[config.mk]
export PLATFORM = sky130hd
export DESIGN_NAME = ptc_front
export DESIGN_NICKNAME = d
export VERILOG_FILES = /design/src/design/ptc_pkg.sv /design/src/design/ptc_front.sv
export SDC_FILE = /design/constraint.sdc
export NUM_CORES = 1
export LEC_CHECK = 0
export CORE_MARGIN = 10
export CORE_UTILIZATION = 60
export CTS_CLUSTER_SIZE = 40
export DETAILED_ROUTE_END_ITERATION = 6
export DONT_BUFFER_PORTS = 1
export PLACE_DENSITY = 0.76
export SYNTH_ARGS = -nofsm -noshare
export SYNTH_HDL_FRONTEND = slang
export SYNTH_SLANG_ARGS = --single-unit
[constraint.sdc]
create_clock -name clk -period 10.8 [get_ports clk]
set_clock_uncertainty 0.05 [all_clocks]
set_input_delay 0.54 -clock clk [delete_from_list [all_inputs] [get_ports clk]]
set_output_delay 0.54 -clock clk [all_outputs]
set_load 0.03 [all_outputs]
[src/design/ptc_pkg.sv]
// Shared types and constants for the pressure/temperature/humidity compensation core.
// No dependencies; ptc_div, ptc_front, ptc_back and the top level refer to it by scoped names.
package ptc_pkg;

    localparam int CFG_IDX_W  = 3;
    localparam int CFG_DATA_W = 64;
    localparam int DIV_BITS   = 64;
    localparam int DIVR_W     = 31;

    localparam logic [CFG_IDX_W-1:0] REG_TEMP_CALIB       = 3'd0;
    localparam logic [CFG_IDX_W-1:0] REG_PRESS_CALIB_LOW  = 3'd1;
    localparam logic [CFG_IDX_W-1:0] REG_PRESS_CALIB_HIGH = 3'd2;
    localparam logic [CFG_IDX_W-1:0] REG_PRESS_HUM_CALIB  = 3'd3;
    localparam logic [CFG_IDX_W-1:0] REG_HUM_CALIB        = 3'd4;

    localparam logic signed [63:0] PRESS_TFINE_OFS = 64'sd128000;
    localparam logic signed [63:0] PRESS_BIAS      = 64'sh0000_8000_0000_0000;
    localparam logic [20:0]        PRESS_FULL      = 21'd1048576;
    localparam logic [63:0]        PRESS_SCALE     = 64'd3125;
    localparam logic signed [31:0] HUM_TFINE_OFS   = 32'sd76800;
    localparam logic signed [31:0] HUM_MAX         = 32'sd419430400;
    localparam logic signed [31:0] TEMP_ROUND      = 32'sd128;
    localparam logic signed [31:0] HUM_ROUND_L     = 32'sd16384;
    localparam logic signed [31:0] HUM_OFS_B       = 32'sd32768;
    localparam logic signed [31:0] HUM_OFS_C       = 32'sd2097152;
    localparam logic signed [31:0] HUM_ROUND_R     = 32'sd8192;

    typedef struct packed {
        logic [15:0]        t1;
        logic signed [15:0] t2;
        logic signed [15:0] t3;
        logic [15:0]        p1;
        logic signed [15:0] p2;
        logic signed [15:0] p3;
        logic signed [15:0] p4;
        logic signed [15:0] p5;
        logic signed [15:0] p6;
        logic signed [15:0] p7;
        logic signed [15:0] p8;
        logic signed [15:0] p9;
        logic [7:0]         h1;
        logic signed [15:0] h2;
        logic [7:0]         h3;
        logic signed [11:0] h4;
        logic signed [11:0] h5;
        logic signed [7:0]  h6;
    } calib_t;

    typedef struct packed {
        logic [19:0] raw_pressure;
        logic [19:0] raw_temperature;
        logic [15:0] raw_humidity;
    } raw_t;

    typedef struct packed {
        logic signed [31:0] temp;
        logic [16:0]        hum;
        logic               zero;
        logic               neg;
    } side_t;

endpackage

[src/design/ptc_front.sv]
// Input queue: accepts raw readings and holds them until the compute pipeline takes them.
// Depends on ptc_pkg for the raw item type.
module ptc_front
#(
    parameter int DEPTH = 2
)
(
    input  logic          clk,
    input  logic          rst_n,
    input  logic          in_valid,
    output logic          in_stall,
    input  ptc_pkg::raw_t in_item,
    output logic          q_vld,
    output ptc_pkg::raw_t q_item,
    input  logic          q_take
);

    localparam int PTR_W = (DEPTH > 1) ? $clog2(DEPTH) : 1;
    localparam int CNT_W = $clog2(DEPTH + 1);

    ptc_pkg::raw_t    mem [DEPTH];
    logic [PTR_W-1:0] wr_ptr_reg;
    logic [PTR_W-1:0] wr_ptr_next;
    logic [PTR_W-1:0] rd_ptr_reg;
    logic [PTR_W-1:0] rd_ptr_next;
    logic [CNT_W-1:0] cnt_reg;
    logic [CNT_W-1:0] cnt_next;
    logic             push;
    logic             pop;

    assign in_stall = (cnt_reg == CNT_W'(DEPTH));
    assign push     = in_valid && !in_stall;
    assign q_vld    = (cnt_reg != '0);
    assign pop      = q_take && q_vld;
    assign q_item   = mem[rd_ptr_reg];

    always_comb
    begin
        wr_ptr_next = wr_ptr_reg;
        rd_ptr_next = rd_ptr_reg;
        cnt_next    = cnt_reg;
        if (push)
        begin
            wr_ptr_next = (wr_ptr_reg == PTR_W'(DEPTH - 1)) ? '0 : wr_ptr_reg + 1'b1;
        end
        if (pop)
        begin
            rd_ptr_next = (rd_ptr_reg == PTR_W'(DEPTH - 1)) ? '0 : rd_ptr_reg + 1'b1;
        end
        if (push && !pop)
        begin
            cnt_next = cnt_reg + 1'b1;
        end
        else if (pop && !push)
        begin
            cnt_next = cnt_reg - 1'b1;
        end
    end

    always_ff @(posedge clk)
    begin
        if (push)
        begin
            mem[wr_ptr_reg] <= in_item;
        end
    end

    always_ff @(posedge clk or negedge rst_n)
    begin
        if (!rst_n)
        begin
            wr_ptr_reg <= '0;
            rd_ptr_reg <= '0;
            cnt_reg    <= '0;
        end
        else
        begin
            wr_ptr_reg <= wr_ptr_next;
            rd_ptr_reg <= rd_ptr_next;
            cnt_reg    <= cnt_next;
        end
    end

endmodule

==> results of run 1 <==
power groups by stage:
| stage | registers (W) | clock network [W] | logic, W |
|---|---|---|---|
| after floorplan | 0.000651 | 0 | 0.000479 |
| after global placement | 0.000666 | 0 | 0.000504 |
| after detailed placement | 0.000675 | 0 | 0.000517 |
| after CTS | 0.000667 | 0.000524 | 0.000518 |
| after global routing | 0.000675 | 0.000549 | 0.000532 |
| final | 0.000665 | 0.000517 | 0.000506 |
worst max-delay path by stage:
| stage | startpoint | endpoint |
|---|---|---|
| after floorplan | in_valid | mem[0][0] |
| after global placement | rd_ptr_reg | q_item[50] |
| after detailed placement | rd_ptr_reg | q_item[44] |
| after CTS | rd_ptr_reg | q_item[44] |
| after global routing | rd_ptr_reg | q_item[44] |
| final | rd_ptr_reg | q_item[47] |
cell families (layout without fill, tap and decap cells):
kind of cell | count (synthesis) | count (layout)
flip-flops | 116 | 116
multiplexers | 56 | 56
buffers and inverters | 8 | 38
AND/OR/NAND/NOR | 7 | 7
XOR/XNOR | 5 | 5
adder cells (fa/ha/maj) | 1 | 1
stage by stage:
step           worst slack [ps]  hold slack, ps
6_report                   7870            91.0
5_1_grt                    7740            56.7
4_1_cts                    7800            63.8
3_5_place_dp               8330             195
3_3_place_gp               8430             195
2_1_floorplan              7310             194
per-layer routing:
layer	up-vias	share of wire	global-route usage
li1	789	-	-
met1	854	0.37	0.142
met2	77	0.52	0.219
met3	7	0.11	0.0792
met4	0	0.012	0.0647
met5	-	0	0
cell usage after synthesis:
| library cell | count |
|---|---|
| and3_1 | 1 |
| buf_2 | 2 |
| buf_6 | 4 |
| dfrtp_1 | 4 |
| edfxtp_1 | 112 |
| ha_1 | 1 |
| inv_1 | 2 |
| mux2_2 | 26 |
| mux2_4 | 30 |
| nand2_1 | 2 |
| nand2b_1 | 1 |
| nor2_1 | 2 |
| or2_2 | 1 |
| xnor2_1 | 3 |
| xor2_1 | 2 |
what timing repair did:
action / in CTS / in global routing
hold buffers: 1 / 0
setup buffers: 0 / 0
hold endpoints to repair: 4 / 0
gates resized for setup: 0 / 0
area by class of cell:
cell class                 count  area (um2)
clock buffer                  23         467
clock inverter                 9         104
fill                         448        2130
inverter                       2        7.51
multi-input combinational     69         842
sequential                   116        3460
tap                           99         124
timing repair buffer           4        32.5
==> results.md, run 1 <==
- Clock latency on the worst-skew pair: 490 ps
- #FFs+latches synth: 116
- Largest family of logic cells by synthesized area: multiplexers
- WP depth: 2
- Crit path largest cell delay: 740 ps
- Clk buf depth: 2
- Num ports: 118
- Vias in the first global route: 1926
- Largest cells by area after synthesis: edfxtp_1 77%, mux2_4 10%, mux2_2 6.7%
- Die Wd: 105 um
- Peak supply drop: 0.196 mV
- Post-synthesis xor/xnor area fraction: 0.0100
- Post-synthesis sequential area ratio: 0.794
- Worst path slowest cell: dfrtp_2
- Hold path depth: 0
- Die Ht: 105 um
- Post-synthesis mux area share: 0.170
- WS Path Type: flip-flop to primary output
- Detailed Route Iter0 Violations: 68
- Layout area overhead: 15.6%
- Post-DRT Antenna Nets: 0
- Cell Pwr Density: 335 nW/um2
- Adder-cell share of the synthesized area: 0.00287
- CTS tree: built
- N_diodes: 0
- Internal: 0.00112 W
- Most common cell after layout, fill and taps aside: edfxtp_1
- Utilization after layout: 0.703
- Setup-failing EPs final: 0
- Compound-Gate Fraction of Synth Area: 0
- Rows: 31
- Synthesized area: 4360 um2
- Routed WL: 7430 um
- Leak Pwr: 1.79 nW
- Post-DP HPWL: 5320 um
- DR vias/cell: 5.36
- Most frequent cells in the layout: 112 x edfxtp_1, 30 x mux2_4, 26 x mux2_2
- IO Port Bufs: 0
- Reg-to-reg startpoint: cnt_reg[0]
- Crit path max-delay family: flip-flops
- WL/cell: 23.1 um
- Initial antenna violation count: 0
- RSZ-0062 raised after global routing: false
- Global-route wire length before repair: 11400 um
- Core area: 7180 um2
- H-tree levels: 4
- Syn nets: 254
- Critical Path AT: 2340 ps
- Root Buffer Master: clkbuf_8
- Dominant cell type by area after synthesis: edfxtp_1
- GRT Resource Usage Total: 0.137
- Clock power frac: 0.306
- Final min period: 2930 ps
- FF-to-FF End: mem[0][12]
- DRT Pass-1 Iters: 4
- CP Launch Type: flip-flop
- Comb pwr share: 0.300
- Largest net degree at the start of global routing: 34
- Distinct cells, synth: 15
- CTS Sinks: 116
- Finished Layout Cells: 322
- DRC Markers: 0
- Sequential power share: 0.394
- Worst path bufs/invs: 1
- Max cap viols: 0
- Global placer's final weighted congestion: 0.658
- Fin area: 5040 um2
- Sw frac: 0.334
- Placed cell area: 4460 um2
- Hold path startpoint: in_item[35]
- Min-Delay Path Class: primary input to flip-flop
- CTS Buf Count: 17
- Worst Hold End: mem[0][35]
- Final global-route overflow total: 0
- Fin Setup TNS: 0 ps
- Slew @ Worst Pin: 715 ps
- WP data required: 10210 ps
- Synth Area in Simple Gates: 0.00775
- Yosys warnings: 0
- Period utilization: 0.271
- Fraction of layout cells with a size suffix above 1: 0.413
- Endpoints failing hold: 0
- Cells after synthesis: 193
- Reg2Reg Setup Slack: 8570 ps
- R2R cell count: 4
- Worst-path maximum fanout: 33
- Synthesized area per cell: 22.6 um2
- Die footprint: 11100 um2
- DP Cell Count: 289
- Final net count: 271
- Initial Utilization: 0.607
- Design Power: 0.00169 W
- Clk slew on worst S/H paths: 50 ps
- Max reg flops: 112
- Share of the synthesized area in the top cell type: 0.772
- Rel. slew slack: 0.522
- Status: finished clean
- Crit end category: primary output
- Max-slew violation count: 0
- Routed vias: 1727
- P_sw: 0.000564 W
- Crit-path cells: buf_4 -> mux2_2
- Max Freq: 0.341 GHz
(Power assumes the default switching activity.)
==> inputs of run 2 (changes only) <==
Clock period 10.8 ns to 3.05 ns, I/O delays scaled along.
==> results.md, run 2 (synthesized netlist as in run 1, its figures left out) <==
- WS Path Type: flip-flop to primary output
- Slew @ Worst Pin: 792 ps
- Vias in the first global route: 2312
- Leak Pwr: 2.04 nW
- Crit-path cells: buf_12 -> mux2_2
- Routed WL: 8510 um
- Max Freq: 0.429 GHz
- RSZ-0062 raised after global routing: false
- Clk slew on worst S/H paths: 50 ps
- Max cap viols: 0
- Final global-route overflow total: 0
- Max-slew violation count: 0
- Hold path startpoint: in_valid
- Max reg flops: 112
- DRT Pass-1 Iters: 4
- Post-DRT Antenna Nets: 0
- Detailed Route Iter0 Violations: 92
- Initial Utilization: 0.607
- CP Launch Type: flip-flop
- Crit path launch: rd_ptr_reg
- Fraction of layout cells with a size suffix above 1: 0.319
- Most frequent cells in the layout: 112 x edfxtp_1, 60 x dlygate4sd3_1, 30 x mux2_4
- CTS Sinks: 116
- CTS Buf Count: 17
- Initial antenna violation count: 0
- GRT Resource Usage Total: 0.156
- Rel. slew slack: 0.471
- Multi-input gate area: 842 um2
- Worst path bufs/invs: 1
- DRC Markers: 0
- Min-Delay Path Class: primary input to flip-flop
- Die Wd: 105 um
- Global-route wire length before repair: 13100 um
- Global placer's final weighted congestion: 0.687
- Design Power: 0.00606 W
- H-tree levels: 4
- Filler Cells Inserted: 369
- Setup-failing EPs final: 0
- N_diodes: 0
- Routed vias: 2023
- Critical Path AT: 2130 ps
- Crit path largest cell delay: 820 ps
- Period utilization: 0.765
- Reg-to-reg startpoint: cnt_reg[0]
- Register area: 3460 um2
- Clk buf depth: 2
- WL/cell: 22.3 um
- IO Port Bufs: 0
- Final min period: 2330 ps
- Most common cell after layout, fill and taps aside: edfxtp_1
- Layout area overhead: 29.3%
- Final net count: 330
- Root Buffer Master: clkbuf_8
- Clock latency on the worst-skew pair: 500 ps
- Postcts setup bufs: 0
- Fin Setup TNS: 0 ps
- WHS: 250 ps
- CTS tree: built
- WP data required: 2850 ps
- Endpoints failing hold: 0
- Cell Pwr Density: 1070 nW/um2
- Rows: 31
- Peak supply drop: 0.645 mV
- Worst-path maximum fanout: 31
- Num ports: 118
- Crit end category: primary output
- DR vias/cell: 5.31
- Crit path max-delay family: flip-flops
- Largest net degree at the start of global routing: 32
- Core area: 7180 um2
- Worst path slowest cell: dfrtp_2
- Die footprint: 11100 um2
- Status: finished clean
- Die Ht: 105 um
-- run 2: cell count changes in the layout (fill, tap and decap cells not counted), moves of 2 or more --
cell / previous run / this run
dlygate4sd3_1: 1 / 60
buf_4: 3 / 0
buf_12: 0 / 3
clkinv_2: 4 / 6
clkinv_1: 0 / 2
clkbuf_8: 4 / 1
-- run 2: repair_timing --
action                    in CTS  in global routing
hold endpoints to repair     119                  0
hold buffers                  60                  0
gates resized for setup        0                  0
-- run 2: cell type report --
class | instances | area share
Clock inverter | 12 | 0.0202
Clock buffer | 20 | 0.0755
Sequential cell | 116 | 0.615
Timing Repair Buffer | 63 | 0.117
Tap cell | 99 | 0.0220
Inverter | 2 | 0.00133
Multi-Input combinational cell | 69 | 0.149
-- run 2: power by group --
part / switching (W) / internal (W)
sequential: 0.000188 / 0.00219
clock: 0.000625 / 0.00114
combinational: 0.00125 / 0.000662
total: 0.00207 / 0.00399
-- run 2: final timing paths --
check	to	slack, ps	cells past startpoint
worst max-delay path	q_item[50]	720	2
worst min-delay path	mem[1][25]	250	1
worst max register to register	mem[0][23]	980	4
worst min register to register	cnt_reg[1]	450	1
max in group asynchronous	rd_ptr_reg	2340	2
min in group asynchronous	cnt_reg[0]	420	2
-- run 2: stage by stage --
| step | setup WS (ps) | cells | area, um2 | util |
|---|---|---|---|---|
| final | 717 | 381 | 5640 | 0.786 |
| after global routing | 611 | 381 | 5640 | 0.786 |
| after CTS | 678 | 381 | 5640 | 0.786 |
| after detailed placement | 1020 | 289 | 4500 | 0.627 |
| after global placement | 1170 | 289 | 4500 | 0.627 |
| after floorplan | 495 | 193 | 4360 | - |
-- run 2: per-layer routing --
| layer | wire length [um] | global-route usage | vias up |
|---|---|---|---|
| li1 | - | - | 917 |
| met2 | 4590 | 0.267 | 81 |
| met5 | 0 | 0 | - |
| met4 | 152 | 0.0676 | 0 |
| met1 | 3100 | 0.162 | 1012 |
| met3 | 666 | 0.0719 | 13 |
-- run 2: worst reg2reg max path, delay by kind of cell (launching register included) --
family | cells | cell delay (ps)
buffers and inverters | 1 | 310
DFF | 1 | 400
and+or+nand+nor | 3 | 980
